`config.mk`:
```
export PLATFORM = sky130hd
export DESIGN_NAME = tap_and_orientation_detector
export DESIGN_NICKNAME = d
export VERILOG_FILES = /design/src/tod_pkg.sv /design/src/tod_smooth.sv /design/src/tap_and_orientation_detector.sv
export SDC_FILE = /design/constraint.sdc
export NUM_CORES = 2
export LEC_CHECK = 0
export BUFFER_PORTS_ARGS = -buffer_cell sky130_fd_sc_hd__buf_2
export CELL_PAD_IN_SITES_DETAIL_PLACEMENT = 2
export CELL_PAD_IN_SITES_GLOBAL_PLACEMENT = 2
export CORE_MARGIN = 2
export CORE_UTILIZATION = 42
export CTS_CLUSTER_SIZE = 12
export DETAILED_ROUTE_END_ITERATION = 6
export GPL_TIMING_DRIVEN = 0
export PLACE_DENSITY_LB_ADDON = 0.1
export SETUP_SLACK_MARGIN = 0.5
export SLEW_MARGIN = 10
export SYNTH_ARGS = -nofsm -noshare
export SYNTH_HDL_FRONTEND = slang
export SYNTH_SLANG_ARGS = --single-unit
```
`constraint.sdc`:
```
create_clock -name clk -period 22.4 [get_ports clk]
set_input_delay 2.24 -clock clk [delete_from_list [all_inputs] [get_ports clk]]
set_output_delay 2.24 -clock clk [all_outputs]
set_load 0.005 [all_outputs]
```
`src/tod_pkg.sv`:
```
// Shared types, constants and the orientation classifier for the tap and
// orientation detector. No dependencies.

package tod_pkg;

	localparam int unsigned AXIS_W       = 16;
	localparam int unsigned THR_W        = 15;
	localparam int unsigned CFG_IDX_W    = 1;
	localparam int unsigned ORI_W        = 3;
	localparam int unsigned WARM_W       = 7;

	localparam logic [WARM_W-1:0] WARMUP_SAMPLES = 7'd100;

	// divide by 100: floor(x / 100) == (x * DIV_MUL) >> DIV_SHIFT for x < 2**16
	localparam int unsigned       DIV_SHIFT = 23;
	localparam logic [16:0]       DIV_MUL   = 17'd83887;

	localparam logic [CFG_IDX_W-1:0] REG_TAP_THR = 1'b0;
	localparam logic [CFG_IDX_W-1:0] REG_LAY_THR = 1'b1;

	typedef logic [ORI_W-1:0]         ori_t;
	typedef logic signed [AXIS_W-1:0] axis_t;
	typedef logic [THR_W-1:0]         thr_t;

	localparam ori_t ORI_NONE   = 3'd0;
	localparam ori_t ORI_TOP    = 3'd1;
	localparam ori_t ORI_BOTTOM = 3'd2;
	localparam ori_t ORI_LEFT   = 3'd3;
	localparam ori_t ORI_RIGHT  = 3'd4;
	localparam ori_t ORI_UP     = 3'd5;
	localparam ori_t ORI_DOWN   = 3'd6;

	// priority x, then z, then y
	function automatic ori_t tod_classify(input axis_t x, input axis_t y, input axis_t z,
			input thr_t lay);
		logic signed [AXIS_W:0] hi;
		logic signed [AXIS_W:0] lo;
		logic signed [AXIS_W:0] xe;
		logic signed [AXIS_W:0] ye;
		logic signed [AXIS_W:0] ze;
		ori_t                   ori;
		hi  = $signed({2'b00, lay});
		lo  = -hi;
		xe  = {x[AXIS_W-1], x};
		ye  = {y[AXIS_W-1], y};
		ze  = {z[AXIS_W-1], z};
		priority if (xe > hi) ori = ORI_LEFT;
		else if (xe < lo)     ori = ORI_RIGHT;
		else if (ze > hi)     ori = ORI_BOTTOM;
		else if (ze < lo)     ori = ORI_TOP;
		else if (ye > hi)     ori = ORI_DOWN;
		else if (ye < lo)     ori = ORI_UP;
		else                  ori = ORI_NONE;
		return ori;
	endfunction

endpackage

```
`src/tod_smooth.sv`:
```
// One axis of the smoothing filter: s <= trunc((99*s + a) / 100).
// Holds the smoothed value; depends on tod_pkg.

module tod_smooth (
	input  logic          clk,
	input  logic          arst_n,
	input  logic          en,
	input  tod_pkg::axis_t sample,
	output tod_pkg::axis_t smoothed_next
);
	import tod_pkg::*;

	axis_t                  s_q;
	logic signed [AXIS_W:0] diff;
	logic signed [AXIS_W:0] diff_neg;
	logic [AXIS_W-1:0]      dmag;
	logic [32:0]            prod;
	logic [9:0]             qm;
	logic                   rem_nz;
	logic signed [17:0]     qd;
	logic signed [17:0]     t;
	logic signed [17:0]     t_adj;

	// 99*s + a = 100*s + (a - s)
	assign diff     = {sample[AXIS_W-1], sample} - {s_q[AXIS_W-1], s_q};
	assign diff_neg = -diff;
	assign dmag     = diff[AXIS_W] ? diff_neg[AXIS_W-1:0] : diff[AXIS_W-1:0];
	assign prod     = {17'd0, dmag} * {16'd0, DIV_MUL};
	assign qm       = prod[32:DIV_SHIFT];
	assign rem_nz   = prod[DIV_SHIFT-1:0] >= {6'd0, DIV_MUL};
	assign qd       = diff[AXIS_W] ? -$signed({8'd0, qm}) : $signed({8'd0, qm});
	assign t        = {{2{s_q[AXIS_W-1]}}, s_q} + qd;

	always_comb begin
		t_adj = t;
		if (rem_nz && diff[AXIS_W] && t > 18'sd0) begin
			t_adj = t - 18'sd1;
		end else if (rem_nz && !diff[AXIS_W] && t < 18'sd0) begin
			t_adj = t + 18'sd1;
		end
	end

	assign smoothed_next = t_adj[AXIS_W-1:0];

	always_ff @(posedge clk or negedge arst_n) begin
		if (!arst_n) begin
			s_q <= '0;
		end else if (en) begin
			s_q <= smoothed_next;
		end
	end

endmodule

```
`src/tap_and_orientation_detector.sv`:
```
// Top level of the tap and orientation detector.
// Depends on tod_pkg and tod_smooth.
//
// Usage:
//   Input channel (in_valid/in_stall) carries one accelerometer sample per
//   beat: accel_x, accel_y, accel_z and link_up. Output channel
//   (out_valid/out_stall) carries one result per input beat: tap_seen,
//   side_changed, orientation and fire, in input order.
//   Config channel (cfg_valid/cfg_ready) writes the tap limit (index 0) and
//   the lay limit (index 1); cfg_ready is always high. Write only while idle.
//   Pipeline: two register stages; an accepted beat waits in the input register
//   and moves into the output register once that one is empty or unstalled.
//   Throughput: one beat per cycle unless stalled. The sample is registered, then
//   the tap check, the three smoothing lanes (one 16x17 reciprocal multiply
//   each), classification and warm-up count run into the output register.
//   Reset: thresholds return to 200 and 500, filter state, previous sample,
//   last orientation and warm-up count clear; no beat is pending.
//   Stall: a stalled result holds. One more beat is taken into the input
//   register behind it; then in_stall follows out_stall.

module tap_and_orientation_detector (
	input  logic                             clk,
	input  logic                             arst_n,
	input  logic                             in_valid,
	output logic                             in_stall,
	input  tod_pkg::axis_t                   accel_x,
	input  tod_pkg::axis_t                   accel_y,
	input  tod_pkg::axis_t                   accel_z,
	input  logic                             link_up,
	output logic                             out_valid,
	input  logic                             out_stall,
	output logic                             tap_seen,
	output logic                             side_changed,
	output tod_pkg::ori_t                    orientation,
	output logic                             fire,
	input  logic                             cfg_valid,
	output logic                             cfg_ready,
	input  logic [tod_pkg::CFG_IDX_W-1:0]    cfg_index,
	input  logic [tod_pkg::THR_W-1:0]        cfg_data
);
	import tod_pkg::*;

	thr_t              tap_thr_q;
	thr_t              lay_thr_q;

	logic              v_s1;
	axis_t             x_s1;
	axis_t             y_s1;
	axis_t             z_s1;
	logic              link_s1;

	logic              v_s2;
	logic              tap_s2;
	logic              chg_s2;
	ori_t              ori_s2;
	logic              fire_s2;

	axis_t             prev_x_q;
	axis_t             prev_y_q;
	axis_t             prev_z_q;
	ori_t              last_ori_q;
	logic [WARM_W-1:0] warm_q;

	logic              adv2;
	logic              adv1;
	logic              proc;

	axis_t             smn_x;
	axis_t             smn_y;
	axis_t             smn_z;

	ori_t              prev_side;
	ori_t              side;
	logic              sel_ok;
	axis_t             cur_a;
	axis_t             prev_a;
	logic [AXIS_W:0]   abs_cur;
	logic [AXIS_W:0]   abs_prev;
	logic signed [AXIS_W+1:0] growth;
	logic              tap;
	logic              changed;
	logic [WARM_W-1:0] warm_eff;
	logic [WARM_W-1:0] warm_next;

	assign adv2     = !v_s2 || !out_stall;
	assign adv1     = !v_s1 || adv2;
	assign in_stall = !adv1;
	assign proc     = v_s1 && adv2;
	assign cfg_ready = 1'b1;

	tod_smooth u_sm_x (.clk, .arst_n, .en(proc), .sample(x_s1), .smoothed_next(smn_x));
	tod_smooth u_sm_y (.clk, .arst_n, .en(proc), .sample(y_s1), .smoothed_next(smn_y));
	tod_smooth u_sm_z (.clk, .arst_n, .en(proc), .sample(z_s1), .smoothed_next(smn_z));

	assign prev_side = tod_classify(prev_x_q, prev_y_q, prev_z_q, lay_thr_q);

	always_comb begin
		sel_ok = 1'b1;
		cur_a  = x_s1;
		prev_a = prev_x_q;
		unique case (prev_side)
			ORI_TOP, ORI_BOTTOM: begin
				cur_a  = z_s1;
				prev_a = prev_z_q;
			end
			ORI_LEFT, ORI_RIGHT: begin
				cur_a  = x_s1;
				prev_a = prev_x_q;
			end
			ORI_UP, ORI_DOWN: begin
				cur_a  = y_s1;
				prev_a = prev_y_q;
			end
			default: begin
				sel_ok = 1'b0;
			end
		endcase
	end

	assign abs_cur  = cur_a[AXIS_W-1] ? (17'd0 - {1'b1, cur_a}) : {1'b0, cur_a};
	assign abs_prev = prev_a[AXIS_W-1] ? (17'd0 - {1'b1, prev_a}) : {1'b0, prev_a};
	assign growth   = $signed({1'b0, abs_cur}) - $signed({1'b0, abs_prev});
	assign tap      = sel_ok && (growth > $signed({3'b000, tap_thr_q}));

	assign side    = tod_classify(smn_x, smn_y, smn_z, lay_thr_q);
	assign changed = (side != last_ori_q) && (side != ORI_NONE);

	assign warm_eff  = link_s1 ? warm_q : '0;
	assign warm_next = (warm_eff < WARMUP_SAMPLES + 7'd1) ? warm_eff + 7'd1 : warm_eff;

	always_ff @(posedge clk or negedge arst_n) begin
		if (!arst_n) begin
			tap_thr_q  <= 15'd200;
			lay_thr_q  <= 15'd500;
			v_s1       <= 1'b0;
			v_s2       <= 1'b0;
			prev_x_q   <= '0;
			prev_y_q   <= '0;
			prev_z_q   <= '0;
			last_ori_q <= ORI_NONE;
			warm_q     <= '0;
		end else begin
			if (cfg_valid && cfg_ready) begin
				unique case (cfg_index)
					REG_TAP_THR: tap_thr_q <= cfg_data;
					REG_LAY_THR: lay_thr_q <= cfg_data;
					default: ;
				endcase
			end
			if (adv1) begin
				v_s1 <= in_valid;
			end
			if (adv2) begin
				v_s2 <= v_s1;
			end
			if (proc) begin
				prev_x_q   <= x_s1;
				prev_y_q   <= y_s1;
				prev_z_q   <= z_s1;
				last_ori_q <= side;
				warm_q     <= warm_next;
			end
		end
	end

	always_ff @(posedge clk) begin
		if (adv1 && in_valid) begin
			x_s1    <= accel_x;
			y_s1    <= accel_y;
			z_s1    <= accel_z;
			link_s1 <= link_up;
		end
		if (proc) begin
			tap_s2  <= tap;
			chg_s2  <= changed;
			ori_s2  <= side;
			fire_s2 <= (tap || changed) && (warm_eff > WARMUP_SAMPLES);
		end
	end

	assign out_valid    = v_s2;
	assign tap_seen     = tap_s2;
	assign side_changed = chg_s2;
	assign orientation  = ori_s2;
	assign fire         = fire_s2;

endmodule

```
==> impl_results.md <==
- Status: finished clean
- Netlist cell types: 104
- Slew HR: 8.48%
- Clock sinks: 193
- Register-to-Register Setup Slack: 2.49 ns
- All-Layer GR Usage: 31.6%
- Final setup vio count: 0
- Vias per cell: 5.83
- R2r endpoint: fire$_DFFE_PP_
- Via count: 34,500
- GP Congestion: 0.898
- Grt ovf: 0
- Layout cells sized above 1: 4.78%
- Synth Cell Area: 38,900 um^2
- Final-report hold violation count: 0
- Cell count after synthesis: 4,557
- CP most frequent cell: o21a_1
- Rows: 111
- Fmax achieved: 0.0502 GHz
- Crit end category: register
- Core area: 91,800 um^2
- Required @ worst endpoint: 22.78 ns
- Slowest stage cell, crit path: or4b_2
- Mapped Avg Cell Area: 8.54 um^2
- Yosys reg bits: 193
- Number of I/O pins: 79
- CTS tree: done
- Yosys warns: 0
- Ys async rst share: 71.5%
- Hold Path Depth: 2
- Final Non-Filler Cells: 5,915
- # Max-Cap Violations: 0
- Fin nets: 5,781
- Max H-tree Level: 4
- Final Cycle Share: 88.9%
- Clock Pin Slew Worst Setup and Hold Paths: 0.08 ns
- Sequential share of the synthesized area: 13.1%
- Worst path max stage delay: 0.77 ns
- Post-DP HPWL: 125 mm
- Min-delay worst type: register to register
- Clock root buffer master: clkbuf_16
- Worst setup path class: register to register
- Multi-input combinational cell area: 31,000 um^2
- Vias in the first global route: 38,900
- Reg2Reg Depth: 69
- # hold bufs at CTS: 0
- Routed Antenna Nets: 0
- Worst hold start: tap_thr_q[6]$_DFFE_PN1P_
- Reg-to-Reg Start: y_s1[0]$_DFFE_PP_
- Initial core utilization: 42.4%
- Post-CTS resize count: 0
- DP Cell Count: 5,881
- 1st-iter DRT viols: 1,805
- Initial antenna violation count: 7
- # port buffers: 77
- Critical Path Start Type: register
- Fin Setup TNS: 0 ns
- Clock buffer count from CTS: 17
- Hold Crit Endpoint: tap_thr_q[6]$_DFFE_PN1P_
- Hold_ws: 0.514 ns
- TritonRoute pass-1 iters: 5
- Final Skew: 0.0178 ns
- Crit path from: y_s1[0]$_DFFE_PP_
- Least-Margin Pin Slew: 1.36 ns
- Synth top area share: 24.1%
- Clk Latency, worst-skew pair: 0.52 ns
- Max Root-Sink Buffers: 2
- DR WL/cell: 25.0 um
- Die X: 308 um
- Largest fanout on the critical path: 9
- Final min period: 19.91 ns
- Post-CTS setup repair buffer count: 0
- Primary FF master, synth: dfrtp_1
- Cell accounting for the most synthesized area: ha_1
- Arrival time at the worst endpoint: 20.29 ns
- Die ar.: 95,100 um^2
- Final Util: 45.3%
- Die Y: 308 um
- Total Wirelength: 148 mm
- First-pass GRT wire length: 230 mm
- Max-slew violation count: 0
- DR DRC count: 0
- Fillers: 10,400
- Largest net degree at the start of global routing: 94
- Register Area: 5120 um^2
- EDFF count, synth: 55
- Layout Area Growth over Synthesis: 6.88%
- Top cells by area, synth: ha_1 24%, fa_1 16%, dfrtp_1 8.3%, inv_1 6.4%, edfxtp_1 4.2%
- RSZ-0062 raised after global routing: false
==> worst max-delay path, delay by kind of cell, from the launching register on <==
family | cells | cell delay (ns)
simple gates | 13 | 3.59
xor+xnor | 4 | 1.68
compound gates | 35 | 8.39
fa+ha+maj | 10 | 4.45
flops | 1 | 0.43
buf+inv | 7 | 1.20
==> metrics by stage <==
stage | cell area, um^2 | worst slack [ns]
after floorplan | 38900 | 6.47
final | 41600 | 2.49
after global placement | 40900 | 3.05
after detailed placement | 41000 | 2.49
after CTS | 41600 | 2.37
after global routing | 41600 | 1.19
==> cell type report <==
class                      instances  share of cell area, %
inverter                         665                   6.00
clock inverter                    13                  0.316
sequential                       193                   12.3
timing repair buffer              80                   1.05
buffer                            89                  0.839
multi-input combinational       3611                   74.6
tap                             1243                   3.74
clock buffer                      19                   1.14
antenna                            2                 0.0120
==> cells in the final DEF (no fill, tap or decap), types with 48 or more instances in the layout <==
cell type and n:
o21ai_0 234, ha_1 749, dfrtp_1 129, fa_1 305, edfxtp_1 55, nor2_1 251, o21a_1 68, nand4_1 53
xnor2_1 168, clkbuf_1 72, inv_1 665, a21oi_1 255, nor2b_1 55, nand2_1 440, nor3_1 62, buf_2 79
a31oi_1 48, xor2_1 123, nand3_1 85, a21o_1 82
==> cell usage after synthesis, drive strengths merged, types with 33 or more instances <==
library cell / count
edfxtp: 55
o21ai: 250
ha: 749
nand4: 54
xnor2: 175
fa: 305
nor3: 64
nand2b: 39
nand2: 440
a31oi: 48
nor2: 251
and3: 39
nor2b: 55
clkbuf: 72
a211oi: 33
xor2: 124
o211ai: 37
nand3: 85
a21o: 82
a21oi: 256
inv: 665
o21a: 69
dfrtp: 129
==> cell families (layout without fill, tap and decap cells) <==
kind of cell / Yosys count / count (layout) / share of synthesized area, %
and+or+nand+nor: 1205 / 1205 / 15.0
adders and majority gates: 1054 / 1054 / 39.8
AOI/OAI and AO/OA: 998 / 998 / 16.5
buffers and inverters: 754 / 866 / 7.31
xor gates and xnor gates: 299 / 299 / 6.75
DFF: 193 / 193 / 13.1
muxes: 52 / 52 / 1.47
other: 2 / 5 / 0.0193
==> metal layers <==
layer / global-route usage (%) / vias up / wire (um)
met4: 11.3 / 6 / 5370
met5: 0 / - / 38
met3: 4.44 / 264 / 6410
li1: - / 16000 / -
met1: 40.4 / 17500 / 64700
met2: 54.3 / 705 / 71100
==> sequential cells by signal, summed over array words and instances (netlist names), 7 cells and up <==
| register | count |
|---|---|
| y_s1 | 16 |
| u_sm_x.s_q | 16 |
| u_sm_y.s_q | 16 |
| tap_thr_q | 15 |
| lay_thr_q | 15 |
| prev_z_q | 16 |
| u_sm_z.s_q | 16 |
| prev_y_q | 16 |
| warm_q | 7 |
| x_s1 | 16 |
| prev_x_q | 16 |
| z_s1 | 16 |
==> worst max path at each step <==
stage	end	slack (ns)
6_report	fire$_DFFE_PP_	2.49
5_1_grt	fire$_DFFE_PP_	1.19
3_5_place_dp	fire$_DFFE_PP_	2.49
4_1_cts	fire$_DFFE_PP_	2.37
3_3_place_gp	fire$_DFFE_PP_	3.05
2_1_floorplan	fire$_DFFE_PP_	6.47
Power is left out: the tool's default activity adds up to more than one toggle a clock period on the data nets, which glitch-free logic cannot reach.
